<file path="src/hdl/servo_ascii_command_encoder_unit_defines.svh">
// ----------------------------------------------------------------------------
// servo ascii command encoder - assertion macros
// shared concurrent assertion forms, clocked on clk and disabled in rst
// ----------------------------------------------------------------------------
`ifndef SERVO_ASCII_COMMAND_ENCODER_UNIT_DEFINES_SVH
`define SERVO_ASCII_COMMAND_ENCODER_UNIT_DEFINES_SVH

// same-cycle implication
`define SACE_ASSERT_NOW(lbl, ante, cons, msg) \
  lbl: assert property (@(posedge clk) disable iff (rst) (ante) |-> (cons)) \
    else $error(msg);

// next-cycle implication
`define SACE_ASSERT_NEXT(lbl, ante, cons, msg) \
  lbl: assert property (@(posedge clk) disable iff (rst) (ante) |=> (cons)) \
    else $error(msg);

`endif

</file>
<file path="src/hdl/sace_pkg.sv">
// ----------------------------------------------------------------------------
// sace_pkg
// widths, characters, register indexes and controller/datapath interface types
// ----------------------------------------------------------------------------
package sace_pkg;

  localparam int CH_W       = 5;
  localparam int VAL_W      = 16;
  localparam int PULSE_W    = 14;
  localparam int PROD_W     = VAL_W + PULSE_W;
  localparam int CFG_IDX_W  = 3;
  localparam int CFG_DATA_W = 16;
  localparam int IN_TDATA_W = 24;
  localparam int CNT_W      = 4;

  // both the divider and the decimal converter run one step per pulse bit
  localparam logic [CNT_W-1:0] STEP_LAST = CNT_W'(PULSE_W - 1);

  localparam logic [7:0] CH_HASH  = 8'h23;
  localparam logic [7:0] CH_P     = 8'h50;
  localparam logic [7:0] CH_CR    = 8'h0D;
  localparam logic [7:0] CH_SPACE = 8'h20;
  localparam logic [7:0] CH_ZERO  = 8'h30;

  localparam logic [PULSE_W-1:0] PULSE_LIMIT = PULSE_W'(9999);

  localparam logic                  ENABLED_RST   = 1'b0;
  localparam logic [VAL_W-1:0]      INPUT_MIN_RST = VAL_W'(0);
  localparam logic [VAL_W-1:0]      INPUT_MAX_RST = VAL_W'(1000);
  localparam logic [PULSE_W-1:0]    PULSE_MIN_RST = PULSE_W'(500);
  localparam logic [PULSE_W-1:0]    PULSE_MAX_RST = PULSE_W'(2500);

  typedef enum logic [CFG_IDX_W-1:0] {
    REG_ENABLED,
    REG_INPUT_MIN,
    REG_INPUT_MAX,
    REG_PULSE_MIN,
    REG_PULSE_MAX
  } cfg_reg_t;

  // byte slots of one command string, in emission order
  typedef enum logic [3:0] {
    SLOT_HASH,
    SLOT_CH_TENS,
    SLOT_CH_ONES,
    SLOT_SEP,
    SLOT_P,
    SLOT_D3,
    SLOT_D2,
    SLOT_D1,
    SLOT_D0,
    SLOT_TERM
  } slot_t;

  typedef struct packed {
    logic  take_item;
    logic  mul;
    logic  div_load;
    logic  div_step;
    logic  fix;
    logic  bcd_step;
    logic  load_out;
    slot_t slot;
  } sace_cmd_t;

  typedef struct packed {
    logic enabled;
    logic in_range;
    logic close_open;
    logic skip;
    logic out_free;
  } sace_status_t;

endpackage

</file>
<file path="src/hdl/sace_datapath.sv">
// ----------------------------------------------------------------------------
// sace_datapath
// config registers, item latch, scaling multiply, restoring divider, clamp,
// binary to bcd converter, byte selection and output register
// ----------------------------------------------------------------------------
module sace_datapath (
  input  logic                            clk,
  input  logic                            rst,
  input  logic [sace_pkg::IN_TDATA_W-1:0] s_axis_tdata,
  input  logic                            s_axis_tlast,
  output logic                            m_axis_tvalid,
  input  logic                            m_axis_tready,
  output logic [7:0]                      m_axis_tdata,
  output logic                            m_axis_tlast,
  input  logic                            cfg_we,
  input  logic [sace_pkg::CFG_IDX_W-1:0]  cfg_index,
  input  logic [sace_pkg::CFG_DATA_W-1:0] cfg_data,
  input  sace_pkg::sace_cmd_t             cmd,
  output sace_pkg::sace_status_t          status
);
  import sace_pkg::*;

  logic                 enabled;
  logic [VAL_W-1:0]     input_min;
  logic [VAL_W-1:0]     input_max;
  logic [PULSE_W-1:0]   pulse_min;
  logic [PULSE_W-1:0]   pulse_max;
  logic                 group_open;

  logic [CH_W-1:0]      channel;
  logic [VAL_W-1:0]     value;
  logic                 end_group;

  logic                 neg;
  logic                 neg_r;
  logic [PROD_W-1:0]    prod;
  logic [VAL_W-1:0]     rem;
  logic [PULSE_W-1:0]   quot;
  logic [PULSE_W-1:0]   bin;
  logic [15:0]          bcd;

  logic                 out_valid;
  logic [7:0]           out_byte;
  logic                 out_last;

  logic [PULSE_W:0]     diff;
  logic [PULSE_W-1:0]   diff_mag;
  logic [VAL_W:0]       trial;
  logic [VAL_W:0]       trial_sub;
  logic [15:0]          psum;
  logic [PULSE_W-1:0]   pulse_clamped;
  logic [15:0]          bcd_adj;
  logic [1:0]           ch_tens;
  logic [3:0]           ch_ones;
  logic [7:0]           byte_sel;
  logic                 skip;

  function automatic logic [3:0] add3(input logic [3:0] n);
    add3 = (n >= 4'd5) ? n + 4'd3 : n;
  endfunction

  // signed pulse range difference and its magnitude
  always_comb begin
    diff     = {1'b0, pulse_max} - {1'b0, pulse_min};
    neg      = diff[PULSE_W];
    diff_mag = diff[PULSE_W] ? PULSE_W'(-diff) : diff[PULSE_W-1:0];
  end

  always_comb begin
    trial     = {rem, quot[PULSE_W-1]};
    trial_sub = trial - {1'b0, input_max};
  end

  always_comb begin
    logic [PULSE_W-1:0] q;
    q = (input_max == '0) ? '0 : quot;
    if (neg_r) psum = {2'b00, pulse_min} - {2'b00, q};
    else       psum = {2'b00, pulse_min} + {2'b00, q};
    if (psum[15])                              pulse_clamped = '0;
    else if (psum > {2'b00, PULSE_LIMIT})      pulse_clamped = PULSE_LIMIT;
    else                                       pulse_clamped = psum[PULSE_W-1:0];
  end

  always_comb begin
    bcd_adj = {add3(bcd[15:12]), add3(bcd[11:8]), add3(bcd[7:4]), add3(bcd[3:0])};
  end

  always_comb begin
    if (channel >= CH_W'(30))      ch_tens = 2'd3;
    else if (channel >= CH_W'(20)) ch_tens = 2'd2;
    else if (channel >= CH_W'(10)) ch_tens = 2'd1;
    else                           ch_tens = 2'd0;
    ch_ones = 4'(channel - CH_W'(ch_tens) * CH_W'(10));
  end

  always_comb begin
    byte_sel = CH_SPACE;
    skip     = 1'b0;
    case (cmd.slot)
      SLOT_HASH:    byte_sel = CH_HASH;
      SLOT_CH_TENS: begin
        byte_sel = CH_ZERO + {6'd0, ch_tens};
        skip     = (ch_tens == 2'd0);
      end
      SLOT_CH_ONES: byte_sel = CH_ZERO + {4'd0, ch_ones};
      SLOT_SEP:     byte_sel = CH_SPACE;
      SLOT_P:       byte_sel = CH_P;
      SLOT_D3: begin
        byte_sel = CH_ZERO + {4'd0, bcd[15:12]};
        skip     = (bcd[15:12] == 4'd0);
      end
      SLOT_D2: begin
        byte_sel = CH_ZERO + {4'd0, bcd[11:8]};
        skip     = (bcd[15:8] == 8'd0);
      end
      SLOT_D1: begin
        byte_sel = CH_ZERO + {4'd0, bcd[7:4]};
        skip     = (bcd[15:4] == 12'd0);
      end
      SLOT_D0:      byte_sel = CH_ZERO + {4'd0, bcd[3:0]};
      SLOT_TERM:    byte_sel = end_group ? CH_CR : CH_SPACE;
      default:      byte_sel = CH_SPACE;
    endcase
  end

  // config registers
  always_ff @(posedge clk) begin
    if (rst) begin
      enabled   <= ENABLED_RST;
      input_min <= INPUT_MIN_RST;
      input_max <= INPUT_MAX_RST;
      pulse_min <= PULSE_MIN_RST;
      pulse_max <= PULSE_MAX_RST;
    end else if (cfg_we) begin
      case (cfg_index)
        REG_ENABLED:   enabled   <= cfg_data[0];
        REG_INPUT_MIN: input_min <= cfg_data[VAL_W-1:0];
        REG_INPUT_MAX: input_max <= cfg_data[VAL_W-1:0];
        REG_PULSE_MIN: pulse_min <= cfg_data[PULSE_W-1:0];
        REG_PULSE_MAX: pulse_max <= cfg_data[PULSE_W-1:0];
        default: ;
      endcase
    end
  end

  // control state: group flag and output valid
  always_ff @(posedge clk) begin
    if (rst) begin
      group_open <= 1'b0;
      out_valid  <= 1'b0;
    end else begin
      if (cmd.load_out) begin
        out_valid <= 1'b1;
        if (cmd.slot == SLOT_TERM) group_open <= ~end_group;
      end else if (m_axis_tready) begin
        out_valid <= 1'b0;
      end
    end
  end

  // payload registers
  always_ff @(posedge clk) begin
    if (cmd.take_item) begin
      channel   <= s_axis_tdata[CH_W-1:0];
      value     <= s_axis_tdata[CH_W+VAL_W-1:CH_W];
      end_group <= s_axis_tlast;
    end
    if (cmd.mul) begin
      prod  <= PROD_W'(value) * PROD_W'(diff_mag);
      neg_r <= neg;
    end
    if (cmd.div_load) begin
      rem  <= prod[PROD_W-1:PULSE_W];
      quot <= prod[PULSE_W-1:0];
    end else if (cmd.div_step) begin
      if (!trial_sub[VAL_W]) begin
        rem  <= trial_sub[VAL_W-1:0];
        quot <= {quot[PULSE_W-2:0], 1'b1};
      end else begin
        rem  <= trial[VAL_W-1:0];
        quot <= {quot[PULSE_W-2:0], 1'b0};
      end
    end
    if (cmd.fix) begin
      bin <= pulse_clamped;
      bcd <= '0;
    end else if (cmd.bcd_step) begin
      bcd <= {bcd_adj[14:0], bin[PULSE_W-1]};
      bin <= {bin[PULSE_W-2:0], 1'b0};
    end
    if (cmd.load_out) begin
      out_byte <= byte_sel;
      out_last <= (cmd.slot == SLOT_TERM);
    end
  end

  always_comb begin
    status.enabled    = enabled;
    status.in_range   = (value <= input_max) && (value >= input_min);
    status.close_open = end_group && group_open;
    status.skip       = skip;
    status.out_free   = ~out_valid | m_axis_tready;
  end

  assign m_axis_tvalid = out_valid;
  assign m_axis_tdata  = out_byte;
  assign m_axis_tlast  = out_last;

endmodule

</file>
<file path="src/hdl/sace_ctrl.sv">
// ----------------------------------------------------------------------------
// sace_ctrl
// sequencer: accept, check, multiply, divide, clamp, convert, emit bytes
// ----------------------------------------------------------------------------
`include "servo_ascii_command_encoder_unit_defines.svh"

module sace_ctrl (
  input  logic                   clk,
  input  logic                   rst,
  input  logic                   s_axis_tvalid,
  output logic                   s_axis_tready,
  input  sace_pkg::sace_status_t status,
  output sace_pkg::sace_cmd_t    cmd
);
  import sace_pkg::*;

  typedef enum logic [2:0] {
    S_IDLE,
    S_CHECK,
    S_LOAD,
    S_DIV,
    S_FIX,
    S_BCD,
    S_EMIT
  } state_t;

  state_t           state;
  logic [CNT_W-1:0] cnt;
  slot_t            slot;

  always_comb begin
    cmd           = '0;
    cmd.slot      = slot;
    s_axis_tready = (state == S_IDLE);
    case (state)
      S_IDLE:  cmd.take_item = s_axis_tvalid;
      S_CHECK: cmd.mul       = status.enabled & status.in_range;
      S_LOAD:  cmd.div_load  = 1'b1;
      S_DIV:   cmd.div_step  = 1'b1;
      S_FIX:   cmd.fix       = 1'b1;
      S_BCD:   cmd.bcd_step  = 1'b1;
      S_EMIT:  cmd.load_out  = ~status.skip & status.out_free;
      default: ;
    endcase
  end

  always_ff @(posedge clk) begin
    if (rst) begin
      state <= S_IDLE;
      cnt   <= '0;
      slot  <= SLOT_HASH;
    end else begin
      case (state)
        S_IDLE: begin
          if (s_axis_tvalid) state <= S_CHECK;
        end
        S_CHECK: begin
          if (!status.enabled) begin
            state <= S_IDLE;
          end else if (!status.in_range) begin
            if (status.close_open) begin
              slot  <= SLOT_TERM;
              state <= S_EMIT;
            end else begin
              state <= S_IDLE;
            end
          end else begin
            state <= S_LOAD;
          end
        end
        S_LOAD: begin
          cnt   <= '0;
          state <= S_DIV;
        end
        S_DIV: begin
          cnt <= cnt + CNT_W'(1);
          if (cnt == STEP_LAST) state <= S_FIX;
        end
        S_FIX: begin
          cnt   <= '0;
          state <= S_BCD;
        end
        S_BCD: begin
          cnt <= cnt + CNT_W'(1);
          if (cnt == STEP_LAST) begin
            slot  <= SLOT_HASH;
            state <= S_EMIT;
          end
        end
        S_EMIT: begin
          if (status.skip) begin
            slot <= slot_t'(slot + 4'd1);
          end else if (status.out_free) begin
            if (slot == SLOT_TERM) state <= S_IDLE;
            else                   slot  <= slot_t'(slot + 4'd1);
          end
        end
        default: state <= S_IDLE;
      endcase
    end
  end

  `SACE_ASSERT_NOW(a_load_free, cmd.load_out, status.out_free, "byte loaded into a full output")
  `SACE_ASSERT_NEXT(a_accept_check, s_axis_tvalid && s_axis_tready, state == S_CHECK, "accept did not start a check")
  `SACE_ASSERT_NEXT(a_term_done, cmd.load_out && slot == SLOT_TERM, state == S_IDLE, "terminator did not end the item")
  `SACE_ASSERT_NOW(a_cnt_range, state == S_DIV || state == S_BCD, cnt <= STEP_LAST, "step counter overran")

endmodule

</file>
<file path="src/hdl/servo_ascii_command_encoder_unit.sv">
// ----------------------------------------------------------------------------
// servo_ascii_command_encoder_unit
// turns (channel, position) items into ascii servo commands "#<ch> P<pulse>"
// followed by cr at the end of a group or a space otherwise
// ----------------------------------------------------------------------------
// channel   dir  payload
// s_axis    in   tdata: channel[4:0], value[20:5]; tlast: end_group
// m_axis    out  tdata: out_byte[7:0]; tlast: last_byte
// cfg       in   cfg_index 0..4: enabled, input_min, input_max, pulse_min, pulse_max
//
// one item at a time: accept, check and multiply, load, divide in 14 steps, clamp,
// decimal convert in 14 steps, then walk the byte slots (6 to 10 beats, a skipped
// leading zero still takes its own step through the slots).
// out-of-range or disabled items go back to idle after the check, an out-of-range
// one first emitting a lone cr when it closes an open group.
// rst is synchronous; m_axis_tready low holds the current slot and delays the next accept.
// ----------------------------------------------------------------------------
module servo_ascii_command_encoder_unit (
  input  logic                            clk,
  input  logic                            rst,
  input  logic                            s_axis_tvalid,
  output logic                            s_axis_tready,
  input  logic [sace_pkg::IN_TDATA_W-1:0] s_axis_tdata,   // channel, value
  input  logic                            s_axis_tlast,
  output logic                            m_axis_tvalid,
  input  logic                            m_axis_tready,
  output logic [7:0]                      m_axis_tdata,   // out_byte
  output logic                            m_axis_tlast,
  input  logic                            cfg_we,
  input  logic [sace_pkg::CFG_IDX_W-1:0]  cfg_index,
  input  logic [sace_pkg::CFG_DATA_W-1:0] cfg_data
);
  import sace_pkg::*;

  sace_cmd_t    cmd;
  sace_status_t status;

  sace_ctrl u_ctrl (
    .clk           (clk),
    .rst           (rst),
    .s_axis_tvalid (s_axis_tvalid),
    .s_axis_tready (s_axis_tready),
    .status        (status),
    .cmd           (cmd)
  );

  sace_datapath u_datapath (
    .clk           (clk),
    .rst           (rst),
    .s_axis_tdata  (s_axis_tdata),
    .s_axis_tlast  (s_axis_tlast),
    .m_axis_tvalid (m_axis_tvalid),
    .m_axis_tready (m_axis_tready),
    .m_axis_tdata  (m_axis_tdata),
    .m_axis_tlast  (m_axis_tlast),
    .cfg_we        (cfg_we),
    .cfg_index     (cfg_index),
    .cfg_data      (cfg_data),
    .cmd           (cmd),
    .status        (status)
  );

endmodule

</file>
<file path="config.mk">
export PLATFORM = sky130hd
export DESIGN_NAME = servo_ascii_command_encoder_unit
export DESIGN_NICKNAME = d
export VERILOG_FILES = /design/src/hdl/sace_pkg.sv /design/src/hdl/sace_datapath.sv /design/src/hdl/sace_ctrl.sv /design/src/hdl/servo_ascii_command_encoder_unit.sv
export VERILOG_INCLUDE_DIRS = /design/src /design/src/hdl
export SDC_FILE = /design/constraint.sdc
export NUM_CORES = 1
export LEC_CHECK = 0
export BUFFER_PORTS_ARGS = -buffer_cell sky130_fd_sc_hd__buf_2
export CORE_MARGIN = 4
export CORE_UTILIZATION = 60
export DETAILED_ROUTE_END_ITERATION = 10
export HOLD_SLACK_MARGIN = 0.06
export PLACE_DENSITY = 0.77
export SYNTH_ARGS = -nofsm -noshare
export SYNTH_HDL_FRONTEND = slang
export SYNTH_HIERARCHICAL = 1
export SYNTH_SLANG_ARGS = --single-unit
</file>
<file path="constraint.sdc">
create_clock -name clk -period 9.5 [get_ports clk]
set_input_delay 1.425 -clock clk [delete_from_list [all_inputs] [get_ports clk]]
set_output_delay 1.425 -clock clk [all_outputs]
set_load 0.05 [all_outputs]
</file>
# Word level (Yosys, flattened, before mapping)
# Cells that the tools add are included.
# word_totals
reg_bits,196
input_bits,49
out_inout_bits,11
wordCells,163
# classes
add_sub_neg,18
mul,2
n_lt_le_gt_ge,10
eq_ne,30
mux,51
bitwise,6
n_reduce_logical,25
# op_table
operator,n
14-bit 2-to-1 mux,8
8-bit case mux with 9 select lines,1
16-bit 2-to-1 mux,4
4-bit 2-to-1 mux,10
"6-bit by 4-bit adder with 7-bit output, first input constant",5
16-bit by 14-bit multiplier with 30-bit output,1
3-bit 2-to-1 mux,10
14-bit by 14-bit subtractor with 15-bit output,2
3-bit case mux with 7 select lines,1
17-bit by 16-bit subtractor with 17-bit output,1
"4-bit by 3-bit == test with 1-bit output, second input constant",4
16-bit greater-or-equal comparator,1
"4-bit by 3-bit greater-or-equal comparator with 1-bit output, second input constant",4
"16-bit by 14-bit greater-than comparator with 1-bit output, second input constant",1
16-bit less-or-equal comparator,1
16-bit zero test,1
14-bit by 14-bit adder with 15-bit output,1
14-bit negation,1
"4-bit by 2-bit adder with 4-bit output, second input constant",3
"3-bit by 2-bit == test with 1-bit output, second input constant",4
"3-bit == test, second input constant",4
"4-bit == test, second input constant",3
12-bit zero test,1
4-bit case mux with 3 select lines,1
other kinds (33),69

# Logic depth before layout (Yosys ltp)
# depth
word_depth,10
mapped_depth,36
depth_no_buf,35

# Modules after synthesis
# Netlist, hierarchy kept.
# modules_own_cells
module,n_inst,cells_per_inst,area_per_inst_um2,seq_area_each_um2
sace_datapath,1,2089,18746.7,4734.5
sace_ctrl,1,93,780.7,220.2

# Least setup slack after synthesis
# No wires, ideal clock.
# synth_path
kind,reg-to-reg
start,register u_datapath.pulse_min[1]
end,"register u_datapath.prod[28], data pin"
t_arrival_ns,7.983
slack_ns,1.249
stages_incl_launch_ff,32
path_buffers,1
period_less_slack_ns,8.251
cell_sequence,dfxtp_1 > inv_1 > fa_1 > a211oi_1 > nor2_1 > o21ai_0 > o21ai_0 > xor2_1 > nor4b_1 > a31oi_1 > xnor2_1 > buf_2 > nand2b_1 > fa_1 > fa_1 > inv_1 > fa_1 > fa_1 > fa_1 > inv_1 > fa_1 > inv_1 > ha_1 > a21oi_1 > nand2_1 > a211oi_1 > o21ai_0 > a31oi_1 > o21ai_0 > nand2_1 > a211oi_1 > xor2_1
# synth_via
elab_chain_cells,4
# synth_lines
element,line_no,source
"start, declared",sace_datapath.sv:26,logic [PULSE_W-1:0] pulse_min;
"start signal, assigned",sace_datapath.sv:139,REG_PULSE_MIN: pulse_min <= cfg_data[PULSE_W-1:0];
14-bit by 14-bit subtractor with 15-bit output *,sace_datapath.sv:64,"diff = {1'b0, pulse_max} - {1'b0, pulse_min};"
14-bit negation,sace_datapath.sv:66,diff_mag = diff[PULSE_W] ? PULSE_W'(-diff) : diff[PULSE_W-1:0];
14-bit 2-to-1 mux *,sace_datapath.sv:66,
16-bit by 14-bit multiplier with 30-bit output *,sace_datapath.sv:169,prod <= PROD_W'(value) * PROD_W'(diff_mag);
"end signal, assigned",sace_datapath.sv:169,
"end, declared",sace_datapath.sv:36,logic [PROD_W-1:0] prod;
# Mark *: on every way between the ends. The rest lies on a longest branch, timed or not.
# A chain may end at the register's enable or synchronous reset.

# Final worst setup path
# layout_path
start,register u_datapath.pulse_min[0]
end,"register u_datapath.prod[28], data pin"
# layout_via
elab_cells_between_ends,4
# layout_rtl
element,line_no,source
14-bit by 14-bit subtractor with 15-bit output,sace_datapath.sv:64,
named net u_datapath.diff[14],sace_datapath.sv:46,logic [PULSE_W:0] diff;
14-bit 2-to-1 mux,sace_datapath.sv:66,
16-bit by 14-bit multiplier with 30-bit output,sace_datapath.sv:169,
# The timed path passes the listed nets, and every way through them passes these cells.

==> impl_metrics.toml <==
[outcome]
outcome = "complete, no violations"

[detailed_routing]
wl_mm = 46.3
drt-initial-drc-count = 1188
vias = 15400
viasPerCell = 5.85
avgRoutedWirePerCell_um = 17.6
first_pass_iters = 6
drc = 0
ant_nets = 0

[worst_setup_path]
path_buf_inv = 6
slowest_stage = "fa_1"
path_common_cell = "fa_1"
setup.worst_path.end_class = "register"
slowest_delay_ns = 0.58
critPathTopFamily = "adder cells"
startpoint_type = "register"
worstPathMaxFanout = 16
required_ns = 9.69
cp_data_arrival_time_ns = 9.14
worst-setup-path-type = "register to register"

[clock_tree]
ctsRootBufferMaster = "clkbuf_16"
clockBufferDepth = 2
clk_latency_ns = 0.45
cts_num_sinks = 195
numCtsBuffers = 17
cts_htree_levels = 4
cts_tree = "yes"
clk_pin_slew_ns = 0.08

[timing]
clock.fmax_mhz = 112
final_max_slew_viol_count = 0
totalNegativeSetupSlack_ns = 0
setup_viol = 0
rsz0062_at_grt = "yes"
relSlewSlack_pct = 32.5
worstMarginPinSlew_ns = 1.01
layout_min_cycle_time_ns = 8.95
fin_skew_ns = 0.0140
hold_viol_final = 0
fin_crit_sh_pct = 94.2

[yosys]
synthCells = 2182
ys.flop_type = "edfxtp_1"
async_flop_share_pct = 0
ys_top_cells_by_area = "fa_1 17%, edfxtp_1 16%, ha_1 13%, dfxtp_1 9.2%, nand2_1 6.2%"
syn-num-nets = 2602
netlist-cell-type-count = 87
yosys_warnings = 6
synth_seq_cells = 195
synth.avg_cell_area_um2 = 8.95
synthTopCellsByCount = "320 x nand2_1, 257 x inv_1, 201 x ha_1, 170 x fa_1, 143 x a21oi_1"
synth_top_area_share_pct = 17.4
synth_edf_count = 105
post-synth-top-count-cell = "nand2_1"
yosys.area.top_type = "fa_1"
ys_seq_area_share_pct = 25.4
synth.cell_area_um2 = 19500

[die]
io_pins = 60
die_x_um = 188
fp-row-count = 65
start_util_pct = 61.4
core_area_um2 = 31800
dieHeight_um = 188
fp.dieArea_um2 = 35500

[global_route]
grt_use_met2_pct = 44.6
top_usage_layer = "met2"
use_met1_pct = 35.1
grt_overflow_total = 0
grt_pass1_vias = 15500
antenna_found_initial = 1
grt_pass1_wl_mm = 76.6
track_usage_pct = 26.2
grt_use_met3_pct = 4.45
grt_max_degree = 77

[place]
io_buffers = 55
place_congestion = 0.901
hpwl_mm = 35.6

[run]
max_cap_viol_count = 0

[layout]
antennaDiodeCount = 0
nNetsFinal = 2606
area_growth_pct = 6.23
fin_util_pct = 65.2
drive_gt1_share_pct = 7.19

[min_path]
hold_path.class = "register to register"
[per-stage QoR]
step                hold slack (ns)  instance area [um^2]  cells  setup slack (ns)
floorplan                     0.436                 19500   2182              1.25
global placement              0.443                 20100   2602             0.535
detailed placement            0.451                 20100   2602             0.290
CTS                           0.462                 20700   2634             0.207
global route                  0.480                 20700   2634           -0.0533
finish                        0.463                 20700   2634             0.550
[layer usage]
| layer | vias up | routed length [um] |
|---|---|---|
| li1 | 7334 | - |
| met1 | 7507 | 20300 |
| met2 | 503 | 22300 |
| met3 | 72 | 2730 |
| met4 | 0 | 866 |
| met5 | - | 0 |
[flip-flops by register name (all words and copies together) (netlist names), 16 cells and up]
signal / flops
u_datapath/prod: 30
u_datapath/bcd: 16
u_datapath/rem: 16
u_datapath/input_max: 16
u_datapath/input_min: 16
u_datapath/value: 16
[final cells by class]
type / count / area, um^2
Clock inverter: 12 / 111
Fill cell: 2610 / 11100
Tap cell: 435 / 544
Inverter: 258 / 971
Multi-Input combinational cell: 1637 / 13300
Timing Repair Buffer: 77 / 440
Sequential cell: 195 / 4960
Clock buffer: 20 / 457
[worst register-to-register path: cells and delay by family, from the launching register on]
| kind | cells | cell delay (ns) |
|---|---|---|
| AO/OA/AOI/OAI | 12 | 2.43 |
| adder cells (fa/ha/maj) | 9 | 4.20 |
| XOR/XNOR | 2 | 0.34 |
| buffers and inverters | 6 | 0.71 |
| flip-flops | 1 | 0.40 |
| AND/OR/NAND/NOR | 4 | 0.62 |
[cell families (layout without fill, tap and decap cells)]
logic type / Yosys count / in the layout / share of synthesized area, %
adder cells (fa/ha/maj): 371 / 371 / 30.3
flip-flops: 195 / 195 / 25.4
buffers and inverters: 350 / 367 / 6.93
XOR/XNOR: 72 / 72 / 3.31
other: 1 / 1 / 0.0192
AO/OA/AOI/OAI: 420 / 420 / 13.9
AND/OR/NAND/NOR: 738 / 738 / 18.2
multiplexers: 35 / 35 / 1.88
[cells in the final DEF, fill, tap and decap left out, types with 43 or more instances in the layout]
master,n
a21oi_1,142
and2_1,63
buf_2,55
dfxtp_1,89
edfxtp_1,105
fa_1,170
ha_1,201
inv_1,257
nand2_1,320
nand2b_1,43
nor2_1,113
nor2b_1,54
o21ai_0,85
xnor2_1,50
[worst paths after layout]
| kind | from | to | slack, ns | cells after the start |
|---|---|---|---|---|
| max | u_datapath/pulse_min[0] | u_datapath/prod[28] | 0.55 | 33 |
| min | u_datapath/input_min[3] | u_datapath/input_min[3] | 0.46 | 2 |
| max reg2reg | u_datapath/pulse_min[0] | u_datapath/prod[28] | 0.55 | 33 |
| min reg2reg | u_datapath/input_min[3] | u_datapath/input_min[3] | 0.46 | 2 |
[timing repair]
action	in CTS	in global routing
hold buffers	0	0
buffers inserted	0	0
setup endpoints to repair	0	7
resized for setup	0	7
Power is not shown: default switching activity piles up to over one toggle a cycle in this logic, so the estimate is an artifact.
